--- src/ptt_pkg.sv ---
package ptt_pkg;

    // request field widths
    localparam int MODE_W   = 2;
    localparam int PREFIX_W = 32;
    localparam int PLEN_W   = 6;
    localparam int TRUST_W  = 32;
    localparam int STATUS_W = 2;
    localparam int KEY_W    = PLEN_W + PREFIX_W;

    // packed stream widths, padded to whole bytes
    localparam int IN_RAW_W     = MODE_W + PREFIX_W + PLEN_W + TRUST_W;
    localparam int IN_TDATA_W   = ((IN_RAW_W + 7) / 8) * 8;
    localparam int OUT_RAW_W    = STATUS_W + TRUST_W;
    localparam int OUT_TDATA_W  = ((OUT_RAW_W + 7) / 8) * 8;

    // operation codes
    localparam logic [MODE_W-1:0] MODE_LOOKUP = 2'd0;
    localparam logic [MODE_W-1:0] MODE_UPDATE = 2'd1;
    localparam logic [MODE_W-1:0] MODE_DELETE = 2'd2;

    // result codes
    localparam logic [STATUS_W-1:0] ST_HIT  = 2'd0;
    localparam logic [STATUS_W-1:0] ST_MISS = 2'd1;
    localparam logic [STATUS_W-1:0] ST_NEW  = 2'd2;
    localparam logic [STATUS_W-1:0] ST_FULL = 2'd3;

    // controller to datapath
    typedef struct packed {
        logic load;   // capture the request word
        logic match;  // register match and free vectors
        logic exec;   // apply the operation, read the value store
        logic resp;   // load the result register
    } t_cmd;

    // datapath to controller
    typedef struct packed {
        logic out_busy;  // result register full and not taken this cycle
    } t_stat;

endpackage

--- src/ptt_ctrl.sv ---
module ptt_ctrl (
    input  logic           i_clk,
    input  logic           i_rst_n,
    input  logic           i_s_tvalid,
    output logic           o_s_tready,
    input  ptt_pkg::t_stat i_stat,
    output ptt_pkg::t_cmd  o_cmd
);

    localparam logic [1:0] S_IDLE  = 2'd0;
    localparam logic [1:0] S_MATCH = 2'd1;
    localparam logic [1:0] S_EXEC  = 2'd2;
    localparam logic [1:0] S_RESP  = 2'd3;

    logic [1:0] r_state;
    logic [1:0] n_state;

    always_comb begin
        n_state    = r_state;
        o_cmd      = '0;
        o_s_tready = 1'b0;
        unique case (r_state)
            S_IDLE: begin
                o_s_tready = 1'b1;
                if (i_s_tvalid) begin
                    o_cmd.load = 1'b1;
                    n_state    = S_MATCH;
                end
            end
            S_MATCH: begin
                o_cmd.match = 1'b1;
                n_state     = S_EXEC;
            end
            S_EXEC: begin
                o_cmd.exec = 1'b1;
                n_state    = S_RESP;
            end
            S_RESP: begin
                if (!i_stat.out_busy) begin
                    o_cmd.resp = 1'b1;
                    n_state    = S_IDLE;
                end
            end
        endcase
    end

    always_ff @(posedge i_clk) begin
        if (!i_rst_n) begin
            r_state <= S_IDLE;
        end else begin
            r_state <= n_state;
        end
    end

endmodule

--- config.mk ---
export PLATFORM = sky130hd
export DESIGN_NAME = ptt_ctrl
export DESIGN_NICKNAME = d
export VERILOG_FILES = /design/src/ptt_pkg.sv /design/src/ptt_ctrl.sv
export SDC_FILE = /design/constraint.sdc
export NUM_CORES = 1
export LEC_CHECK = 0
export ABC_AREA = 1
export ABC_CLOCK_PERIOD_IN_PS = 1900
export BUFFER_PORTS_ARGS = -buffer_cell sky130_fd_sc_hd__clkbuf_2
export CORE_AREA = 2 2 39 41
export CTS_CLUSTER_SIZE = 25
export DETAILED_ROUTE_END_ITERATION = 16
export DIE_AREA = 0 0 41 43
export MAX_ROUTING_LAYER = met4
export PLACE_DENSITY = 0.36
export SLEW_MARGIN = 20
export SYNTH_ARGS = -nofsm -noshare
export SYNTH_HDL_FRONTEND = slang
export SYNTH_SLANG_ARGS = --single-unit
--- constraint.sdc ---
create_clock -name i_clk -period 1.9 [get_ports i_clk]
set_input_delay 0.285 -clock i_clk [delete_from_list [all_inputs] [get_ports i_clk]]
set_output_delay 0.285 -clock i_clk [all_outputs]
set_load 0.01 [all_outputs]
==> results of run 1 <==
per-layer routing:
layer | part of all wire | routed length [um] | GRT usage | up-vias
li1 | - | - | - | 96
met1 | 0.47 | 167 | 0.04792 | 67
met2 | 0.43 | 152 | 0.06563 | 7
met3 | 0.10 | 37 | 0.06283 | 0
met4 | 0 | 0 | 0.04000 | 0
met5 | 0 | 0 | - | -
critical path: cells and delay by family, from the launching register on:
kind,cells,cell delay [ps]
buffers and inverters,3,230
DFF,1,380
adders and majority gates,1,250
and+or+nand+nor,1,70
final timing paths:
kind / start / end / slack, ps / cells past startpoint
max: r_state[0]$_SDFFE_PN0P_ / o_cmd[3] / 470 / 5
min: i_rst_n / r_state[1]$_SDFFE_PN0P_ / 290 / 3
max reg2reg: r_state[0]$_SDFFE_PN0P_ / r_state[0]$_SDFFE_PN0P_ / 820 / 6
min reg2reg: r_state[1]$_SDFFE_PN0P_ / r_state[1]$_SDFFE_PN0P_ / 550 / 2
per-stage QoR:
step	hold WS [ps]	power [uW]	area, um^2	std cells
finish	288.0	367.3	252.7	52
global route	298.9	421.5	252.7	52
CTS	281.0	383.0	252.7	52
detailed placement	518.2	283.0	230.2	49
global placement	521.2	281.0	230.2	49
floorplan	405.7	219.3	170.2	25
power by group through the flow:
stage               registers, uW  logic [uW]  clock network, uW
floorplan                    75.8         144                  0
global placement             82.3         199                  0
detailed placement           82.5         200                  0
CTS                          81.9         201                100
global route                 84.0         230                107
finish                       80.3         194               92.7
cell families after synthesis:
kind of cell	Yosys count	synth area share
buffers and inverters	6	0.1323
and+or+nand+nor	11	0.2793
adders and majority gates	4	0.2941
DFF	2	0.2353
AOI/OAI and AO/OA	2	0.05883
final cells by class:
cell class	instances	area, um^2
multi-input combinational	17	107.6
timing repair buffer	8	40.04
tap	16	20.02
sequential	2	40.04
clock buffer	3	22.52
fill	178	1131
inverter	6	22.52
layout by cell type (no fill, tap or decap), drive strengths merged:
| cell | count |
|---|---|
| clkbuf | 11 |
| inv | 6 |
| nand2 | 6 |
| nor2 | 4 |
| ha | 4 |
| a21oi | 2 |
| dfxtp | 2 |
| nand3 | 1 |
==> summary.txt, run 1 <==
Global route
  – First-pass GRT wire length: 558 um
  – Vias in the first global route: 149
  – Initial antenna violation count: 0
  – Largest net degree at the start of global routing: 5
  – Gr ovfl total: 0
  – GRT Util Overall: 0.05544

Route
  – DR vias/cell: 3.269
  – DRT iter0 DRCs: 0
  – Residual DRC: 0
  – Routed len/inst: 6.865 um
  – 1st-pass router iterations: 1
  – Vias: 170
  – Final ANT Viol Nets: 0
  – Drt total wl: 357 um

Timing
  – Final period util: 0.7538
  – Clk_skew: 1.793 ps
  – Final Hold Fails: 0
  – Fmax achieved: 698.2 MHz
  – Slew Viols, Final: 0
  – Period minus WS final: 1432 ps
  – Setup-failing EPs final: 0
  – Setup WS post-layout: 467.8 ps
  – Setup TNS: 0 ps
  – RSZ-0062 raised after global routing: no
  – Worst slew margin: 0.8968
  – Worst Tran Pin Value: 154.8 ps

Pwr
  – Clk network pwr share: 0.252
  – Internal cell power: 212.1 uW
  – Power Density: 1453 nW/um^2
  – Reg power frac: 0.219
  – Peak supply drop: 0.2098 mV
  – Leak Pwr: 0.0001487 uW
  – Sw power: 155.1 uW
  – Gate power share: 0.529
  – Sw frac: 0.4224

Place
  – Dpl ws: 681.2 ps
  – Detailed Place HPWL: 293.2 um
  – I/O Buffers: 8
  – Placer Congestion: 0.5681

Yosys
  – Fraction of registers with async set/reset: 0
  – Most common cell in the netlist: inv_1
  – Avg Inst Size Synth: 6.807 um^2
  – Unique masters post-synth: 8
  – Post-synth EDFFs: 0
  – Ys Warns: 0
  – Syn nets: 33
  – Area contributors post-synth: ha_1 (29%), dfxtp_1 (24%), inv_1 (13%)
  – Post-synthesis sequential area ratio: 0.2353
  – Top post-synthesis cells by count: inv_1 (6), ha_1 (4), nand2_1 (4), nor2_1 (4)
  – Mapped Area: 170.2 um^2
  – Mapped Cells: 25
  – FF+latch count, synth: 2
  – Cell taking the most area after synthesis: ha_1
  – Top FF cell, synth: dfxtp_1
  – Yosys top cell area share: 0.2941

Layout
  – Biggest register: r_state
  – Max reg flops: 2
  – Number of antenna diodes: 0
  – Top Registers: r_state (2)
  – Final nets: 46
  – Share of layout cells above drive strength 1: 0.3611
  – Area delta synth->final: 48.53%
  – Core Util, Final: 0.1826

Die
  – Row cnt: 14
  – Io pins: 9
  – Die width: 41 um
  – Initial Util: 0.1230
  – Vert. Die Dim: 43 um
  – Die area: 1763 um^2
  – Core area: 1384 um^2

Clock tree
  – TritonCTS clock tree: done
  – # clock sinks: 2
  – Post-CTS setup repair buffer count: 0
  – Worst-case clock buffer depth: 2
  – Cts hold-fix bufs: 0
  – Worst-Skew Late Latency: 220 ps
  – H-tree depth: 1
  – PostCTS Resize Cnt: 0
  – Cts bufs inserted: 3
  – Clock-pin transition on the worst setup and hold timing paths: 30 ps
  – Root buffer cell: clkbuf_4

Run
  – Max cap viols: 0

Worst setup path
  – CP Cell Sequence: inv_1 > ha_1 > nand2_1 > inv_1 > clkbuf_2
  – Arr. time, crit path: 1150 ps
  – Req. time, crit path: 1620 ps
  – Worst path max stage delay: 380 ps
  – Most used cell along the critical path: inv_1
  – Crit Path Category: reg -> out
  – Startpoint types: flip-flop
  – Crit path capture type: primary output
  – Slowest-stage cell, CP: dfxtp_1
  – CP max FO: 4

Status
  – Outcome: finished clean

Min path
  – Hold WC Path Type: in -> reg
(Power assumes the default switching activity.)
==> run 2: changes to the inputs <==
- ABC_CLOCK_PERIOD_IN_PS: 1900 -> 1500
- clock period: 1.9 -> 1.5 ns (I/O delays scaled with it)
==> summary.txt, run 2 (same netlist as run 1, synthesis figures left out) <==
Status
  – Outcome: finished clean (unchanged)

Timing
  – Worst Tran Pin Value: 144.8 ps (was 154.8 ps)
  – Final Hold Fails: 0 (unchanged)
  – Period minus WS final: 1345 ps
  – Setup TNS: 0 ps (unchanged)
  – Worst slew margin: 0.9035 (was 0.8968)
  – RSZ-0062 raised after global routing: no (unchanged)
  – Setup-failing EPs final: 0 (unchanged)
  – Slew Viols, Final: 0 (unchanged)
  – Clk_skew: 4.466 ps (was 1.793 ps)
  – Final period util: 0.8968
  – Fmax achieved: 743.4 MHz

Route
  – Final ANT Viol Nets: 0 (unchanged)
  – DR vias/cell: 3.212 (was 3.269)
  – Routed len/inst: 6.481 um (was 6.865 um)
  – Vias: 167 (was 170)
  – Residual DRC: 0 (unchanged)
  – 1st-pass router iterations: 4 (was 1)
  – DRT iter0 DRCs: 3 (was 0)
  – Drt total wl: 337 um (was 357 um)

Layout
  – Top Registers: r_state (2) (unchanged)
  – Share of layout cells above drive strength 1: 0.3611 (unchanged)
  – Final nets: 46 (unchanged)
  – Area delta synth->final: 48.53% (unchanged)
  – Max reg flops: 2 (unchanged)
  – Design area: 252.7 um^2 (unchanged)
  – Biggest register: r_state (unchanged)
  – Number of antenna diodes: 0 (unchanged)
  – Core Util, Final: 0.1826 (unchanged)
  – Most frequent cells in the layout: clkbuf_2 (8), inv_1 (6), nor2_1 (4), nand2_1 (4), ha_1 (4) (unchanged)
  – Most common cell after layout, fill and taps aside: clkbuf_2 (unchanged)

Global route
  – Initial antenna violation count: 0 (unchanged)
  – First-pass GRT wire length: 607 um (was 558 um)
  – Vias in the first global route: 166 (was 149)
  – Largest net degree at the start of global routing: 5 (unchanged)
  – GRT Util Overall: 0.06166 (was 0.05544)
  – Gr ovfl total: 0 (unchanged)

Clock tree
  – Post-CTS setup repair buffer count: 0 (unchanged)
  – # clock sinks: 2 (unchanged)
  – Root buffer cell: clkbuf_4 (unchanged)
  – TritonCTS clock tree: done (unchanged)
  – Clock-pin transition on the worst setup and hold timing paths: 30 ps (about the same)
  – Worst-Skew Late Latency: 220 ps (about the same)
  – H-tree depth: 1 (unchanged)
  – Cts hold-fix bufs: 0 (unchanged)
  – Cts bufs inserted: 3 (unchanged)
  – PostCTS Resize Cnt: 0 (unchanged)
  – Worst-case clock buffer depth: 2 (unchanged)

Place
  – I/O Buffers: 8 (unchanged)
  – Placed inst area: 230.2 um^2 (unchanged)
  – Detailed Place HPWL: 289.8 um (was 293.2 um)
  – Placer Congestion: 0.5900 (was 0.5681)

Worst setup path
  – Crit path capture type: primary output (unchanged)
  – Req. time, crit path: 1270 ps (was 1620 ps)
  – Worst path max stage delay: 360 ps (was 380 ps)
  – Slowest-stage cell, CP: dfxtp_1 (unchanged)
  – Crit Path Category: reg -> out (unchanged)
  – CP Cell Sequence: inv_1 > ha_1 > nand2_1 > inv_1 > clkbuf_2 (unchanged)
  – CP max FO: 4 (unchanged)
  – Most used cell along the critical path: inv_1 (unchanged)
  – Arr. time, crit path: 1120 ps (was 1150 ps)
  – Startpoint types: flip-flop (unchanged)

Pwr
  – Pwr Total: 465.5 uW (was 367.3 uW)
  – Peak supply drop: 0.3902 mV (was 0.2098 mV)
  – Leak Pwr: 0.0001487 uW (unchanged)
  – Power Density: 1842 nW/um^2 (was 1453 nW/um^2)

Die
  – Die area: 1763 um^2 (unchanged)
  – Row cnt: 14 (unchanged)
  – Vert. Die Dim: 43 um (unchanged)
  – Initial Util: 0.1230 (unchanged)
  – Core area: 1384 um^2 (unchanged)
  – Die width: 41 um (unchanged)
  – Io pins: 9 (unchanged)

Run
  – Max cap viols: 0 (unchanged)

Min path
  – Hold WC Path Type: in -> reg (unchanged)
-- run 2: worst paths after layout --
check	end	start	slack, ps	cells past startpoint
max	o_cmd[3]	r_state[0]$_SDFFE_PN0P_	150	5
min	r_state[1]$_SDFFE_PN0P_	i_rst_n	220	3
max reg2reg	r_state[0]$_SDFFE_PN0P_	r_state[0]$_SDFFE_PN0P_	430	6
min reg2reg	r_state[0]$_SDFFE_PN0P_	r_state[0]$_SDFFE_PN0P_	530	2
-- run 2: metal layers --
metal	global-route usage	wire length (um)	vias up
met2	0.05625	141	9
met1	0.06731	154	62
li1	-	-	96
met3	0.03141	40	0
met5	-	0	-
met4	0.1000	0	0
-- run 2: area by class of cell --
| type | count | area, um^2 |
|---|---|---|
| clock buffer | 3 | 22.52 |
| fill | 162 | 1131 |
| inverter | 6 | 22.52 |
| multi-input combinational | 17 | 107.6 |
| sequential | 2 | 40.04 |
| tap | 16 | 20.02 |
| timing repair buffer | 8 | 40.04 |
-- run 2: power by group --
part / internal [uW] / total, uW / switching [uW]
Clock: 88.2 / 118 / 29.6
Sequential: 76.9 / 100 / 23.1
Combinational: 105 / 248 / 143
Total: 270 / 466 / 195
-- run 2: stage by stage --
step | setup slack, ps | instances | hold WS, ps
2_1_floorplan | 465.8 | 25 | 345.7
3_3_place_gp | 381.1 | 49 | 455.9
3_5_place_dp | 372.0 | 49 | 457.3
4_1_cts | 133.1 | 52 | 217.0
5_1_grt | 55.81 | 52 | 235.6
6_report | 154.8 | 52 | 220.2
-- run 2: critical path: cells and delay by family (launching register included) --
kind | cells | cell delay [ps]
flops | 1 | 360
fa+ha+maj | 1 | 240
simple gates | 1 | 70
buf+inv | 3 | 220
==> run 3: changes to the inputs <==
- ABC_CLOCK_PERIOD_IN_PS: 1500 -> 1180
- CTS_BUF_LIST: unset -> sky130_fd_sc_hd__clkbuf_2
- PLACE_DENSITY: 0.36 -> 0.37
- clock period: 1.5 -> 1.18 ns (I/O delays scaled with it)
==> summary.txt, run 3 (same netlist as run 1, synthesis figures left out) <==
Status
  – Outcome: finished clean (unchanged)

Route
  – DR vias/cell: 3.321 (was 3.212)
  – DRT iter0 DRCs: 0 (was 3)
  – 1st-pass router iterations: 1 (was 4)
  – Vias: 176 (was 167)
  – Routed len/inst: 6.698 um (was 6.481 um)
  – Drt total wl: 355 um (was 337 um)
  – Residual DRC: 0 (unchanged)
  – Final ANT Viol Nets: 0 (unchanged)

Layout
  – Most frequent cells in the layout: clkbuf_2 (9), nor2_1 (4), inv_2 (3), nand2_2 (3), nand2_1 (3) (was clkbuf_2 (8), inv_1 (6), nor2_1 (4), nand2_1 (4), ha_1 (4))
  – Top Registers: r_state (2) (unchanged)
  – Share of layout cells above drive strength 1: 0.6216 (was 0.3611)
  – Number of antenna diodes: 0 (unchanged)
  – Area delta synth->final: 74.26% (was 48.53%)
  – Most common cell after layout, fill and taps aside: clkbuf_2 (unchanged)
  – Max reg flops: 2 (unchanged)
  – Fill cells: 170 (was 162)
  – Final nets: 47 (was 46)
  – Biggest register: r_state (unchanged)
  – Core Util, Final: 0.2143 (was 0.1826)
  – Final cell count without fillers: 53 (was 52)

Run
  – Max cap viols: 0 (unchanged)

Worst setup path
  – Worst R2R Path Depth: 7 (was 6)
  – Req. time, crit path: 1000 ps (was 1270 ps)
  – Crit path capture type: primary output (unchanged)
  – CP max FO: 4 (unchanged)
  – Startpoint types: flip-flop (unchanged)
  – Arr. time, crit path: 980 ps (was 1120 ps)
  – Critical Path Source: r_state[1]$_SDFFE_PN0P_ (was r_state[0]$_SDFFE_PN0P_)
  – RR Endpoint: r_state[0]$_SDFFE_PN0P_ (unchanged)
  – Reg2reg setup slack: 110 ps (was 430 ps)
  – RR Startpoint: r_state[1]$_SDFFE_PN0P_ (was r_state[0]$_SDFFE_PN0P_)
  – Crit Path Category: reg -> out (unchanged)
  – Critical path endpoint: o_cmd[3] (unchanged)

Pwr
  – Leak Pwr: 0.0001542 uW (was 0.0001487 uW)
  – Peak supply drop: 0.5695 mV (was 0.3902 mV)
  – Power Density: 2345 nW/um^2 (was 1842 nW/um^2)
  – Pwr Total: 695.4 uW (was 465.5 uW)

Timing
  – Final Hold Fails: 0 (unchanged)
  – Period minus WS final: 1162 ps
  – Worst slew margin: 0.9208 (was 0.9035)
  – Hold slack final: 200.2 ps (was 220.2 ps)
  – Clk_skew: 2.381 ps (was 4.466 ps)
  – RSZ-0062 raised after global routing: yes (was no)
  – Setup-failing EPs final: 0 (unchanged)
  – Final period util: 0.9847
  – Worst Tran Pin Value: 118.9 ps (was 144.8 ps)
  – Slew Viols, Final: 0 (unchanged)
  – Fmax achieved: 860.7 MHz

Die
  – Initial Util: 0.1230 (unchanged)
  – Die width: 41 um (unchanged)
  – Die area: 1763 um^2 (unchanged)
  – Vert. Die Dim: 43 um (unchanged)
  – Io pins: 9 (unchanged)
  – Row cnt: 14 (unchanged)
  – Core area: 1384 um^2 (unchanged)

Global route
  – Initial antenna violation count: 0 (unchanged)
  – GRT Util Overall: 0.06057 (was 0.06166)
  – First-pass GRT wire length: 565 um (was 607 um)
  – Gr ovfl total: 0 (unchanged)
  – Vias in the first global route: 137 (was 166)
  – Largest net degree at the start of global routing: 5 (unchanged)

Place
  – Placer Congestion: 0.6354 (was 0.5900)
  – Placed Cells: 49 (unchanged)
  – I/O Buffers: 8 (unchanged)
  – Detailed Place HPWL: 268.3 um (was 289.8 um)

Clock tree
  – Cts hold-fix bufs: 0 (unchanged)
  – Clock-pin transition on the worst setup and hold timing paths: 30 ps (about the same)
  – Cts bufs inserted: 3 (unchanged)
  – H-tree depth: 1 (unchanged)
  – TritonCTS clock tree: done (unchanged)
  – Worst-case clock buffer depth: 2 (unchanged)
  – Worst-Skew Late Latency: 190 ps (was 220 ps)
  – Root buffer cell: clkbuf_2 (was clkbuf_4)
  – # clock sinks: 2 (unchanged)

Min path
  – Hold WC Path Type: in -> reg (unchanged)
==> run 3: cell types whose count changed in the layout (fill, tap and decap cells not counted), sizes merged <==
cell	previous run	this run
buf	0	3
clkbuf	11	9
==> run 3: per-layer routing <==
metal	vias to the layer above	GRT usage	share of wire
li1	97	-	-
met2	9	0.05313	0.40
met5	-	-	0
met3	0	0.07853	0.15
met4	0	0.06000	0
met1	70	0.05751	0.45
==> run 3: layout make-up <==
class,instances,area [um^2],share of cell area
Inverter,6,25.02,0.08439
Timing Repair Buffer,9,53.80,0.1814
Multi-Input combinational cell,17,135.1,0.4557
Sequential cell,2,47.55,0.1603
Clock buffer,3,15.01,0.05063
Tap cell,16,20.02,0.06751
==> run 3: through the flow <==
step | TNS (ps) | area [um^2] | setup WS, ps
3_3_place_gp | 0 | 230.2 | 86.30
6_report | 0 | 296.5 | 18.11
4_1_cts | -3.455 | 265.3 | -3.455
5_1_grt | -48.98 | 296.5 | -42.73
2_1_floorplan | 0 | 170.2 | 148.7
3_5_place_dp | 0 | 230.2 | 80.64
==> run 3: repair_timing <==
item | in CTS | in global routing
setup endpoints to repair | 4 | 2
gates resized for setup | 8 | 9
buffers inserted | 0 | 1
pin swaps | 0 | 3
==> run 3: worst min path at each step <==
stage / to / startpoint / cells after the start
floorplan: r_state[1]$_SDFFE_PN0P_ / i_rst_n / 2
global placement: r_state[1]$_SDFFE_PN0P_ / i_rst_n / 3
detailed placement: r_state[1]$_SDFFE_PN0P_ / i_rst_n / 3
CTS: r_state[1]$_SDFFE_PN0P_ / i_rst_n / 3
global route: r_state[1]$_SDFFE_PN0P_ / i_rst_n / 3
finish: r_state[1]$_SDFFE_PN0P_ / i_rst_n / 3
==> run 3: where the power goes <==
part | switching [uW] | leakage [uW] | total, uW | internal [uW]
sequential | 52.7 | 0.0000178 | 168 | 115
combinational | 208 | 0.000124 | 421 | 213
clock | 38.5 | 0.0000125 | 106 | 67.5
==> run 3: critical path, cell delays in order, from the launching register on <==
cell and delay, ps:
dfxtp_4 360, inv_2 60, ha_4 170, nand2_2 70
inv_2 30, buf_6 100
